File: config.mk
export PLATFORM = sky130hd
export DESIGN_NAME = voxel_ray_traversal_top
export DESIGN_NICKNAME = d
export VERILOG_FILES = /design/src/rtl/vrt_pkg.sv /design/src/rtl/voxel_ray_traversal_top.sv /design/src/rtl/vrt_ctrl.sv /design/src/rtl/vrt_datapath.sv
export SDC_FILE = /design/constraint.sdc
export NUM_CORES = 2
export LEC_CHECK = 0
export ABC_AREA = 1
export ABC_CLOCK_PERIOD_IN_PS = 7600
export BUFFER_PORTS_ARGS = -buffer_cell sky130_fd_sc_hd__clkbuf_2
export CAP_MARGIN = 10
export CORE_UTILIZATION = 50
export DETAILED_ROUTE_END_ITERATION = 16
export GPL_TIMING_DRIVEN = 0
export HOLD_SLACK_MARGIN = 0.03
export PLACE_DENSITY = 0.81
export SETUP_SLACK_MARGIN = 0.2
export SLEW_MARGIN = 20
export SYNTH_ARGS = -nofsm -noshare
export SYNTH_HDL_FRONTEND = slang
export SYNTH_SLANG_ARGS = --single-unit
File: constraint.sdc
create_clock -name clk -period 7.6 [get_ports clk]
set_input_delay 0.38 -clock clk [delete_from_list [all_inputs] [get_ports clk]]
set_output_delay 0.38 -clock clk [all_outputs]
set_load 0.01 [all_outputs]
File: src/rtl/vrt_pkg.sv
// Shared types and constants of the voxel ray traversal block.
// Used by vrt_ctrl, vrt_datapath and voxel_ray_traversal_top; depends on nothing.
package vrt_pkg;

    localparam int COORD_FRAC_BITS = 8;
    localparam int DIR_FRAC_BITS   = 14;
    localparam int T_FRAC          = 16;
    localparam int OUT_FRAC        = 8;
    localparam int MAX_RESULTS     = 64;

    localparam int ORG_W   = 24;
    localparam int DIR_W   = 16;
    localparam int CELL_W  = 16;
    localparam int TRAV_W  = 13;
    localparam int MD_W    = 5;
    localparam int S_W     = 32;
    localparam int LEN_W   = 16;
    localparam int DIFF_W  = COORD_FRAC_BITS + 1;
    localparam int PROD_W  = DIFF_W + LEN_W;
    localparam int DIV_W   = 32;
    localparam int DCNT_W  = 5;
    localparam int T_W     = 40;
    localparam int REACH_W = MD_W + T_FRAC;
    localparam int N_W     = 6;

    localparam logic [MD_W-1:0]   MD_RESET   = 5'd8;
    localparam logic [TRAV_W-1:0] TRAVEL_SAT = 13'd4607;
    localparam logic [N_W-1:0]    LAST_N     = N_W'(MAX_RESULTS - 1);
    localparam logic [DCNT_W-1:0] DIV_LAST   = DCNT_W'(DIV_W - 1);
    localparam logic [S_W-1:0]    ROOT_BIT0  = S_W'(1) << (S_W - 2);
    localparam logic [T_W-1:0]    T_INF      = T_W'(1) << (T_W - 1);

    localparam logic [63:0] DEGEN_LIM64 =
        ((64'd1 << (2 * DIR_FRAC_BITS)) - 64'd1) / 64'd1000000000000;
    localparam logic [S_W-1:0] DEGEN_LIM = DEGEN_LIM64[S_W-1:0];

    localparam logic [1:0] AXIS_X = 2'd0;
    localparam logic [1:0] AXIS_Y = 2'd1;
    localparam logic [1:0] AXIS_Z = 2'd2;

    typedef enum logic [3:0] {
        ST_IDLE,
        ST_SQ,
        ST_RINIT,
        ST_ROOT,
        ST_SETUP,
        ST_DDIV,
        ST_DSTORE,
        ST_TDIV,
        ST_TSTORE,
        ST_FIRST,
        ST_WALK
    } vrt_state_t;

    typedef struct packed {
        logic       load;
        logic       sq;
        logic       root_init;
        logic       root_step;
        logic       setup;
        logic       div_step;
        logic       dstore;
        logic       tstore;
        logic       emit_first;
        logic       walk;
        logic [1:0] axis;
    } vrt_cmd_t;

    typedef struct packed {
        logic out_free;
        logic root_last;
        logic degen;
        logic axis_zero;
        logic walk_last;
    } vrt_status_t;

endpackage

File: src/rtl/voxel_ray_traversal_top.sv
// Top level of the voxel ray traversal block: stream ports, reach register,
// sequencer and datapath. Depends on vrt_pkg, vrt_ctrl and vrt_datapath.
//
//  channel   dir   handshake                       payload
//  s_axis    in    s_axis_tvalid / s_axis_tready   one ray per item (tdata)
//  m_axis    out   m_axis_tvalid / m_axis_tready   one visited cell per item
//  cfg       in    cfg_wr_en                       max_distance (cfg_wr_data)
//
// Sequence: a ray is accepted, the three squares are summed, the root is set up and found in 16
// steps, then each axis with nonzero direction gets a setup, two 32-step divides and two stores,
// a zero axis only its setup, and a degenerate ray skips the axes; then one cell is emitted per
// cycle while m_axis takes them. The divider is bit-serial and restoring.
// Reset clears the sequencer, the output valid and sets the reach to 8 voxels.
// A stalled m_axis holds the walk; the next ray is taken once the final cell of the
// current one sits in the output register.
module voxel_ray_traversal_top
(
    input  logic         clk,
    input  logic         rst_n,
    // origin_x[23:0], origin_y[47:24], origin_z[71:48],
    // dir_x[87:72], dir_y[103:88], dir_z[119:104]
    input  logic [119:0] s_axis_tdata,
    input  logic         s_axis_tvalid,
    output logic         s_axis_tready,
    // cell_x[15:0], cell_y[31:16], cell_z[47:32], prev_x[63:48],
    // prev_y[79:64], prev_z[95:80], travelled[108:96], zero pad [111:109]
    output logic [111:0] m_axis_tdata,
    // degenerate[0]
    output logic         m_axis_tuser,
    output logic         m_axis_tlast,
    output logic         m_axis_tvalid,
    input  logic         m_axis_tready,
    input  logic         cfg_wr_en,
    input  logic [4:0]   cfg_wr_data
);

    logic [vrt_pkg::MD_W-1:0] max_distance_reg;

    vrt_pkg::vrt_cmd_t    cmd;
    vrt_pkg::vrt_status_t status;

    logic signed [vrt_pkg::CELL_W-1:0] cell_x, cell_y, cell_z;
    logic signed [vrt_pkg::CELL_W-1:0] prev_x, prev_y, prev_z;
    logic [vrt_pkg::TRAV_W-1:0]        travelled;

    // reach register; the user must write it only while no ray is in flight, the block does not enforce this
    always_ff @(posedge clk or negedge rst_n)
    begin
        if (!rst_n)
            max_distance_reg <= vrt_pkg::MD_RESET;
        else if (cfg_wr_en)
            max_distance_reg <= cfg_wr_data;
    end

    vrt_ctrl u_ctrl
    (
        .clk      (clk),
        .rst_n    (rst_n),
        .in_valid (s_axis_tvalid),
        .in_ready (s_axis_tready),
        .status   (status),
        .cmd      (cmd)
    );

    vrt_datapath u_datapath
    (
        .clk          (clk),
        .rst_n        (rst_n),
        .cmd          (cmd),
        .status       (status),
        .max_distance (max_distance_reg),
        .origin_x     (s_axis_tdata[23:0]),
        .origin_y     (s_axis_tdata[47:24]),
        .origin_z     (s_axis_tdata[71:48]),
        .dir_x        (s_axis_tdata[87:72]),
        .dir_y        (s_axis_tdata[103:88]),
        .dir_z        (s_axis_tdata[119:104]),
        .out_valid    (m_axis_tvalid),
        .out_ready    (m_axis_tready),
        .cell_x       (cell_x),
        .cell_y       (cell_y),
        .cell_z       (cell_z),
        .prev_x       (prev_x),
        .prev_y       (prev_y),
        .prev_z       (prev_z),
        .travelled    (travelled),
        .degenerate   (m_axis_tuser),
        .last         (m_axis_tlast)
    );

    // pack the result item, pad to whole bytes
    assign m_axis_tdata = {3'b000, travelled, prev_z, prev_y, prev_x, cell_z, cell_y, cell_x};

endmodule

File: src/rtl/vrt_ctrl.sv
// Sequencer of the voxel ray traversal block: square sum, root, divides, walk.
// Depends on vrt_pkg; drives vrt_datapath by command struct.
module vrt_ctrl
(
    input  logic                 clk,
    input  logic                 rst_n,
    input  logic                 in_valid,
    output logic                 in_ready,
    input  vrt_pkg::vrt_status_t status,
    output vrt_pkg::vrt_cmd_t    cmd
);

    vrt_pkg::vrt_state_t            state_reg, state_next;
    logic [1:0]                     ax_reg, ax_next;
    logic [vrt_pkg::DCNT_W-1:0]     cnt_reg, cnt_next;

    always_ff @(posedge clk or negedge rst_n)
    begin
        if (!rst_n)
        begin
            state_reg <= vrt_pkg::ST_IDLE;
            ax_reg    <= vrt_pkg::AXIS_X;
            cnt_reg   <= '0;
        end
        else
        begin
            state_reg <= state_next;
            ax_reg    <= ax_next;
            cnt_reg   <= cnt_next;
        end
    end

    // next state and counters
    always_comb
    begin
        state_next = state_reg;
        ax_next    = ax_reg;
        cnt_next   = cnt_reg;
        unique case (state_reg)
            vrt_pkg::ST_IDLE:
            begin
                if (in_valid)
                begin
                    state_next = vrt_pkg::ST_SQ;
                    ax_next    = vrt_pkg::AXIS_X;
                end
            end
            vrt_pkg::ST_SQ:
            begin
                if (ax_reg == vrt_pkg::AXIS_Z)
                    state_next = vrt_pkg::ST_RINIT;
                else
                    ax_next = ax_reg + 2'd1;
            end
            vrt_pkg::ST_RINIT:
                state_next = vrt_pkg::ST_ROOT;
            vrt_pkg::ST_ROOT:
            begin
                if (status.root_last)
                begin
                    ax_next    = vrt_pkg::AXIS_X;
                    state_next = status.degen ? vrt_pkg::ST_FIRST : vrt_pkg::ST_SETUP;
                end
            end
            vrt_pkg::ST_SETUP:
            begin
                cnt_next = '0;
                if (!status.axis_zero)
                    state_next = vrt_pkg::ST_DDIV;
                else if (ax_reg == vrt_pkg::AXIS_Z)
                    state_next = vrt_pkg::ST_FIRST;
                else
                    ax_next = ax_reg + 2'd1;
            end
            vrt_pkg::ST_DDIV:
            begin
                cnt_next = cnt_reg + 1'b1;
                if (cnt_reg == vrt_pkg::DIV_LAST)
                    state_next = vrt_pkg::ST_DSTORE;
            end
            vrt_pkg::ST_DSTORE:
            begin
                cnt_next   = '0;
                state_next = vrt_pkg::ST_TDIV;
            end
            vrt_pkg::ST_TDIV:
            begin
                cnt_next = cnt_reg + 1'b1;
                if (cnt_reg == vrt_pkg::DIV_LAST)
                    state_next = vrt_pkg::ST_TSTORE;
            end
            vrt_pkg::ST_TSTORE:
            begin
                if (ax_reg == vrt_pkg::AXIS_Z)
                    state_next = vrt_pkg::ST_FIRST;
                else
                begin
                    ax_next    = ax_reg + 2'd1;
                    state_next = vrt_pkg::ST_SETUP;
                end
            end
            vrt_pkg::ST_FIRST:
            begin
                if (status.out_free)
                    state_next = status.degen ? vrt_pkg::ST_IDLE : vrt_pkg::ST_WALK;
            end
            vrt_pkg::ST_WALK:
            begin
                if (status.out_free && status.walk_last)
                    state_next = vrt_pkg::ST_IDLE;
            end
            default:
                state_next = vrt_pkg::ST_IDLE;
        endcase
    end

    // commands
    always_comb
    begin
        cmd      = '0;
        cmd.axis = ax_reg;
        in_ready = 1'b0;
        unique case (state_reg)
            vrt_pkg::ST_IDLE:
            begin
                in_ready = 1'b1;
                cmd.load = in_valid;
            end
            vrt_pkg::ST_SQ:     cmd.sq        = 1'b1;
            vrt_pkg::ST_RINIT:  cmd.root_init = 1'b1;
            vrt_pkg::ST_ROOT:   cmd.root_step = 1'b1;
            vrt_pkg::ST_SETUP:  cmd.setup     = 1'b1;
            vrt_pkg::ST_DDIV:   cmd.div_step  = 1'b1;
            vrt_pkg::ST_DSTORE: cmd.dstore    = 1'b1;
            vrt_pkg::ST_TDIV:   cmd.div_step  = 1'b1;
            vrt_pkg::ST_TSTORE: cmd.tstore    = 1'b1;
            vrt_pkg::ST_FIRST:  cmd.emit_first = status.out_free;
            vrt_pkg::ST_WALK:   cmd.walk      = status.out_free;
            default:            cmd           = '0;
        endcase
    end

endmodule

File: src/rtl/vrt_datapath.sv
// Datapath of the voxel ray traversal block: square sum, bit-serial root,
// restoring divider, per-axis DDA registers and the output register. Depends on vrt_pkg.
module vrt_datapath
(
    input  logic                                clk,
    input  logic                                rst_n,
    input  vrt_pkg::vrt_cmd_t                   cmd,
    output vrt_pkg::vrt_status_t                status,
    input  logic [vrt_pkg::MD_W-1:0]            max_distance,
    input  logic signed [vrt_pkg::ORG_W-1:0]    origin_x,
    input  logic signed [vrt_pkg::ORG_W-1:0]    origin_y,
    input  logic signed [vrt_pkg::ORG_W-1:0]    origin_z,
    input  logic signed [vrt_pkg::DIR_W-1:0]    dir_x,
    input  logic signed [vrt_pkg::DIR_W-1:0]    dir_y,
    input  logic signed [vrt_pkg::DIR_W-1:0]    dir_z,
    output logic                                out_valid,
    input  logic                                out_ready,
    output logic signed [vrt_pkg::CELL_W-1:0]   cell_x,
    output logic signed [vrt_pkg::CELL_W-1:0]   cell_y,
    output logic signed [vrt_pkg::CELL_W-1:0]   cell_z,
    output logic signed [vrt_pkg::CELL_W-1:0]   prev_x,
    output logic signed [vrt_pkg::CELL_W-1:0]   prev_y,
    output logic signed [vrt_pkg::CELL_W-1:0]   prev_z,
    output logic [vrt_pkg::TRAV_W-1:0]          travelled,
    output logic                                degenerate,
    output logic                                last
);

    localparam int CFB = vrt_pkg::COORD_FRAC_BITS;

    logic signed [vrt_pkg::ORG_W-1:0]  org_reg   [3];
    logic signed [vrt_pkg::DIR_W-1:0]  dir_reg   [3];
    logic signed [vrt_pkg::CELL_W-1:0] cur_reg   [3];
    logic [vrt_pkg::T_W-1:0]           tmax_reg  [3];
    logic [vrt_pkg::DIV_W-1:0]         tdelta_reg[3];

    logic [vrt_pkg::S_W-1:0]    s_reg;
    logic [vrt_pkg::S_W-1:0]    rem_reg;
    logic [vrt_pkg::S_W-1:0]    root_reg;
    logic [vrt_pkg::S_W-1:0]    bit_reg;
    logic [vrt_pkg::PROD_W-1:0] prod_reg;
    logic [vrt_pkg::DIV_W-1:0]  dvd_reg;
    logic [vrt_pkg::DIR_W-1:0]  drem_reg;
    logic [vrt_pkg::N_W-1:0]    n_reg;

    logic                                out_valid_reg;
    logic signed [vrt_pkg::CELL_W-1:0]   cell_reg [3];
    logic signed [vrt_pkg::CELL_W-1:0]   prev_reg [3];
    logic [vrt_pkg::TRAV_W-1:0]          trav_reg;
    logic                                degen_reg;
    logic                                last_reg;

    // selected axis for squares, setup and divides
    logic signed [vrt_pkg::DIR_W-1:0]  d_sel;
    logic                              neg_sel;
    logic [vrt_pkg::DIR_W-1:0]         ad_sel;
    logic [CFB-1:0]                    frac_sel;
    logic [vrt_pkg::DIFF_W-1:0]        diff_sel;
    logic signed [2*vrt_pkg::DIR_W-1:0] sq_val;
    logic [vrt_pkg::LEN_W-1:0]         len;
    logic [vrt_pkg::S_W:0]             root_sum;
    logic [vrt_pkg::DIR_W:0]           trial;
    logic                              qbit;
    logic [vrt_pkg::DIR_W-1:0]         trial_sub;

    // walk step
    logic [1:0]                        k;
    logic [vrt_pkg::T_W-1:0]           t_new;
    logic signed [vrt_pkg::CELL_W-1:0] cur_step;
    logic [vrt_pkg::T_W-1:0]           reach;
    logic [vrt_pkg::T_W-1-vrt_pkg::OUT_FRAC:0] trav_full;
    logic [vrt_pkg::TRAV_W-1:0]        trav_sat;

    assign d_sel     = dir_reg[cmd.axis];
    assign neg_sel   = d_sel[vrt_pkg::DIR_W-1];
    assign ad_sel    = neg_sel ? vrt_pkg::DIR_W'(-d_sel) : vrt_pkg::DIR_W'(d_sel);
    assign frac_sel  = org_reg[cmd.axis][CFB-1:0];
    assign diff_sel  = neg_sel ? {1'b0, frac_sel}
                               : (vrt_pkg::DIFF_W'(1) << CFB) - {1'b0, frac_sel};
    assign sq_val    = d_sel * d_sel;
    assign len       = root_reg[vrt_pkg::LEN_W-1:0];
    assign root_sum  = {1'b0, root_reg} + {1'b0, bit_reg};
    assign trial     = {drem_reg, dvd_reg[vrt_pkg::DIV_W-1]};
    assign qbit      = (trial >= {1'b0, ad_sel});
    assign trial_sub = vrt_pkg::DIR_W'(trial - {1'b0, ad_sel});

    always_comb
    begin
        if (tmax_reg[0] < tmax_reg[1] && tmax_reg[0] < tmax_reg[2])
            k = vrt_pkg::AXIS_X;
        else if (tmax_reg[1] < tmax_reg[2])
            k = vrt_pkg::AXIS_Y;
        else
            k = vrt_pkg::AXIS_Z;
    end

    assign t_new     = tmax_reg[k];
    assign cur_step  = dir_reg[k][vrt_pkg::DIR_W-1] ? cur_reg[k] - 16'sd1
                                                    : cur_reg[k] + 16'sd1;
    assign reach     = vrt_pkg::T_W'({max_distance, {vrt_pkg::T_FRAC{1'b0}}});
    assign trav_full = t_new[vrt_pkg::T_W-1:vrt_pkg::OUT_FRAC];
    assign trav_sat  = (trav_full > (vrt_pkg::T_W-vrt_pkg::OUT_FRAC)'(vrt_pkg::TRAVEL_SAT))
                       ? vrt_pkg::TRAVEL_SAT : trav_full[vrt_pkg::TRAV_W-1:0];

    assign status.out_free  = !out_valid_reg || out_ready;
    assign status.root_last = bit_reg[0];
    assign status.degen     = (s_reg <= vrt_pkg::DEGEN_LIM);
    assign status.axis_zero = (d_sel == '0);
    assign status.walk_last = (t_new > reach) || (n_reg == vrt_pkg::LAST_N);

    always_ff @(posedge clk or negedge rst_n)
    begin
        if (!rst_n)
            out_valid_reg <= 1'b0;
        else if (cmd.emit_first || cmd.walk)
            out_valid_reg <= 1'b1;
        else if (out_ready)
            out_valid_reg <= 1'b0;
    end

    always_ff @(posedge clk)
    begin
        if (cmd.load)
        begin
            org_reg[0] <= origin_x;
            org_reg[1] <= origin_y;
            org_reg[2] <= origin_z;
            dir_reg[0] <= dir_x;
            dir_reg[1] <= dir_y;
            dir_reg[2] <= dir_z;
            cur_reg[0] <= vrt_pkg::CELL_W'(origin_x >>> CFB);
            cur_reg[1] <= vrt_pkg::CELL_W'(origin_y >>> CFB);
            cur_reg[2] <= vrt_pkg::CELL_W'(origin_z >>> CFB);
            s_reg      <= '0;
        end

        if (cmd.sq)
            s_reg <= s_reg + vrt_pkg::S_W'(sq_val);

        if (cmd.root_init)
        begin
            rem_reg  <= s_reg;
            root_reg <= '0;
            bit_reg  <= vrt_pkg::ROOT_BIT0;
        end

        if (cmd.root_step)
        begin
            if ({1'b0, rem_reg} >= root_sum)
            begin
                rem_reg  <= rem_reg - root_sum[vrt_pkg::S_W-1:0];
                root_reg <= (root_reg >> 1) + bit_reg;
            end
            else
                root_reg <= root_reg >> 1;
            bit_reg <= bit_reg >> 2;
        end

        if (cmd.setup)
        begin
            if (d_sel == '0)
                tmax_reg[cmd.axis] <= vrt_pkg::T_INF;
            else
            begin
                dvd_reg  <= vrt_pkg::DIV_W'({len, {vrt_pkg::T_FRAC{1'b0}}});
                drem_reg <= '0;
                prod_reg <= diff_sel * len;
            end
        end

        if (cmd.div_step)
        begin
            drem_reg <= qbit ? trial_sub : trial[vrt_pkg::DIR_W-1:0];
            dvd_reg  <= {dvd_reg[vrt_pkg::DIV_W-2:0], qbit};
        end

        if (cmd.dstore)
        begin
            tdelta_reg[cmd.axis] <= dvd_reg;
            dvd_reg  <= vrt_pkg::DIV_W'(64'(prod_reg) << (vrt_pkg::T_FRAC - CFB));
            drem_reg <= '0;
        end

        if (cmd.tstore)
            tmax_reg[cmd.axis] <= vrt_pkg::T_W'(dvd_reg);

        if (cmd.emit_first)
        begin
            n_reg <= vrt_pkg::N_W'(1);
            for (int i = 0; i < 3; i++)
            begin
                cell_reg[i] <= cur_reg[i];
                prev_reg[i] <= cur_reg[i];
            end
            trav_reg  <= '0;
            degen_reg <= status.degen;
            last_reg  <= status.degen;
        end

        if (cmd.walk)
        begin
            n_reg       <= n_reg + 1'b1;
            cur_reg[k]  <= cur_step;
            tmax_reg[k] <= tmax_reg[k] + vrt_pkg::T_W'(tdelta_reg[k]);
            for (int i = 0; i < 3; i++)
            begin
                prev_reg[i] <= cur_reg[i];
                cell_reg[i] <= (k == 2'(i)) ? cur_step : cur_reg[i];
            end
            trav_reg  <= trav_sat;
            degen_reg <= 1'b0;
            last_reg  <= status.walk_last;
        end
    end

    assign out_valid  = out_valid_reg;
    assign cell_x     = cell_reg[0];
    assign cell_y     = cell_reg[1];
    assign cell_z     = cell_reg[2];
    assign prev_x     = prev_reg[0];
    assign prev_y     = prev_reg[1];
    assign prev_z     = prev_reg[2];
    assign travelled  = trav_reg;
    assign degenerate = degen_reg;
    assign last       = last_reg;

endmodule
==> reports/summary.txt <==
path class of the lowest-slack min-delay path = in2reg
via count of the first global-routing pass = 42.1k
# rows = 115
post-route setup TNS = 0 ns
end of the worst register-to-register path = u_datapath.s_reg[31]
unrepaired setup endpoints after global routing = yes
async set-or-reset flop fraction in the synthesized netlist = 2.60%
total of warnings raised by yosys = 0
startpoint of the worst hold path = s_axis_tdata[39]
global route total overflow = 0
FF-to-FF setup slack = 0.01 ns
DRC = 0
result of the run = complete, no violations
area share of the leading cell type in the synthesized netlist = 34.7%
post-layout instance area = 58200 µm²
maximum fanout count along the critical path = 10
endpoints failing setup = 0
clock-pin slew reported for the worst setup and hold paths after clock tree synthesis = 0.06 ns
dominant cells by area after synthesis = edfxtp_1, fa_1, ha_1
cts bufs inserted = 71
period utilization = 99.8%
post-route antenna net violation count = 0
commonest non-fill, non-tap cells in the layout = nand2_1, inv_1, edfxtp_1
largest delay contributor family on the critical path = adder cells
Via Count = 42.0k
largest net degree at the start of global routing = 56
main flop type after synthesis = edfxtp_1
register area = 19000 µm²
LEAKAGE = 27.0 nW
final weighted congestion of routability-driven global placement = 0.972
time the final worst path needs with I/O delays and setup = 7.59 ns
Critical-path top delay cell = fa_1
mapped cell area = 50100 µm²
filler instances = 7929
peak per-stage delay on the critical path = 0.57 ns
syn avg cell area = 9.05 µm²
cell count after synthesis = 5531
area added between synthesis and finish = 16.3%
core footprint = 98700 µm²
data arrival at the endpoint of the critical path = 7.97 ns
Worst Setup End Kind = flop
iteration-0 DRC count of the detailed router = 4892
Reg-to-Reg Start = u_ctrl.state_reg[1]
Post-Place Setup Slack = -1.47 ns
max-cap violation count = 0
critical path required time = 7.98 ns
Area after DPL = 53200 µm²
final setup skew = 0.0323 ns
IO Count = 246
number of antenna violations at the first check in global routing = 6
TritonCTS clock tree = done
Post-synth EDFFs = 579
final number of hold-violating endpoints = 0
1st-pass router iterations = 11
initial standard-cell utilization of the core = 50.7%
number of cells traversed by the worst register-to-register path = 33
top cell type by total area after synthesis = edfxtp_1
clock root cell = clkbuf_16
Sink Count = 654
total area of multi-input combinational cells = 27600 µm²
number of buffers and inverters on the critical path = 8
Slew Limit Fails = 0
Seq cells post-synth = 654
die area = 101000 µm²
end of the worst hold path = u_datapath.cur_reg[1][7]
maximum clock frequency = 0.132 GHz
Post-Route WL = 147 mm
nets@finish = 6932
Worst Setup Path Type = reg2reg
total number of cells along the worst setup path = 33
power density over the cells = 131 nW/µm²
transition time at the pin with the least slew margin = 1.06 ns
via density per instance = 5.70
Hold Path Depth = 3
Netlist cell types = 74
kind of start point of the critical path = flop
global-route wire length before repair = 223 mm
clock insertion delay at the later pin of the skew report = 0.65 ns
average detailed-routed wire length per instance = 20.0 µm
vertical die dimension = 318 µm
fraction of layout instances using a drive strength above 1 = 11.6%
DPL Wire Length = 107 mm
IR drop worst, VDD = 158 µV
Chip Width = 318 µm
number of buffers between clock root and the deepest sink = 3
number of levels the H-tree was split into = 3
total global-route track usage = 28.0%
Port Buffer Count = 241
relative slew slack = 29.5%
final worst-path setup slack = 0.0144 ns
flip-flop count of the largest register, all copies and words added = 120
leading cell type in the layout, fill and taps excluded = nand2_1
fraction of the yosys area taken by sequential cells = 37.9%
-- repair_timing --
item / CTS / global route
buffers inserted: 20 / 46
endpoints found under the setup margin: 31 / 30
hold buffers: 102 / 0
pin swaps: 11 / 48
endpoints found under the hold margin: 117 / 0
resized for setup: 134 / 156
-- per-layer routing --
| layer | GRT usage (%) | wire (µm) |
|---|---|---|
| met3 | 5.04 | 14000 |
| met2 | 47.7 | 70300 |
| met5 | 0 | 70 |
| met4 | 15.2 | 9340 |
| met1 | 33.7 | 53600 |
-- synth_stat cells (4+ instances only) --
cell type / number
nand2_1: 1082
inv_1: 932
edfxtp_1: 579
nor2_1: 532
ha_1: 410
a21oi_1: 397
fa_1: 365
o21ai_0: 299
nand3_1: 152
xor2_1: 104
clkbuf_1: 97
xnor2_1: 63
dfxtp_1: 58
nor3_1: 38
o22ai_1: 36
a31oi_1: 31
buf_2: 28
nand4_1: 25
or2_2: 19
o21ai_1: 17
a21boi_0: 16
dfrtp_1: 16
o21a_1: 16
a21o_1: 15
clkinv_1: 14
nor4_1: 13
or2_1: 13
inv_2: 12
buf_1: 11
o21bai_1: 11
o211ai_1: 9
a211oi_1: 8
a22o_1: 8
nor2_2: 8
o221ai_1: 8
a221oi_1: 6
nand2_2: 6
o221a_2: 6
o221ai_2: 6
buf_4: 5
o31ai_1: 5
and3_1: 4
mux2i_1: 4
-- cells by family after synthesis --
kind of cell / share of synthesized area (%)
flip-flops: 37.9
buffers and inverters: 8.42
adder cells (fa/ha/maj): 24.8
AND/OR/NAND/NOR: 15.4
multiplexers: 0.147
AO/OA/AOI/OAI: 10.3
XOR/XNOR: 2.95
other: 0.00749
-- final cells by class --
class / instances / area share, %
Multi-Input combinational cell: 3776 / 47.4
Buffer: 142 / 1.41
Antenna cell: 5 / 0.0215
Sequential cell: 654 / 32.6
Tap cell: 1287 / 2.77
Clock inverter: 38 / 0.879
Inverter: 959 / 6.31
Clock buffer: 92 / 3.36
Timing Repair Buffer: 423 / 5.27
-- metrics by stage --
step / power [W] / hold WS (ns) / std cells / util, %
floorplan: 0.00396 / 0.0844 / 5533 / -
global placement: 0.00400 / 0.406 / 7061 / 53.6
detailed placement: 0.00401 / 0.410 / 7075 / 53.9
CTS: 0.00765 / 0.0320 / 7325 / 58.1
global route: 0.00780 / 0.0398 / 7372 / 59.0
finish: 0.00766 / 0.0541 / 7376 / 59.0
-- report_power, final --
part	internal [W]	total, W	switching (W)
registers	0.00387	0.00387	0.000000943
clock network	0.00215	0.00368	0.00153
logic	0.0000672	0.000112	0.0000451
total	0.00608	0.00766	0.00157
-- how the worst max path moves through the flow --
stage                   startpoint              endpoint  slack [ns]
2_1_floorplan  u_ctrl.state_reg[0]  u_datapath.s_reg[31]        0.32
3_3_place_gp   u_ctrl.state_reg[0]  u_datapath.s_reg[31]       -1.37
3_5_place_dp   u_ctrl.state_reg[0]  u_datapath.s_reg[31]       -1.47
4_1_cts        u_ctrl.state_reg[0]  u_datapath.s_reg[31]        0.15
5_1_grt        u_ctrl.state_reg[1]  u_datapath.s_reg[31]       -0.13
6_report       u_ctrl.state_reg[1]  u_datapath.s_reg[31]        0.01
-- worst reg2reg max path, delay by kind of cell (launching register included) --
kind,cells,cell delay (ns)
adders and majority gates,7,3.38
AOI/OAI and AO/OA,8,1.49
buffers and inverters,8,1.15
and+or+nand+nor,10,0.91
DFF,1,0.41
Note: power is estimated with default switching activity, not from simulation.
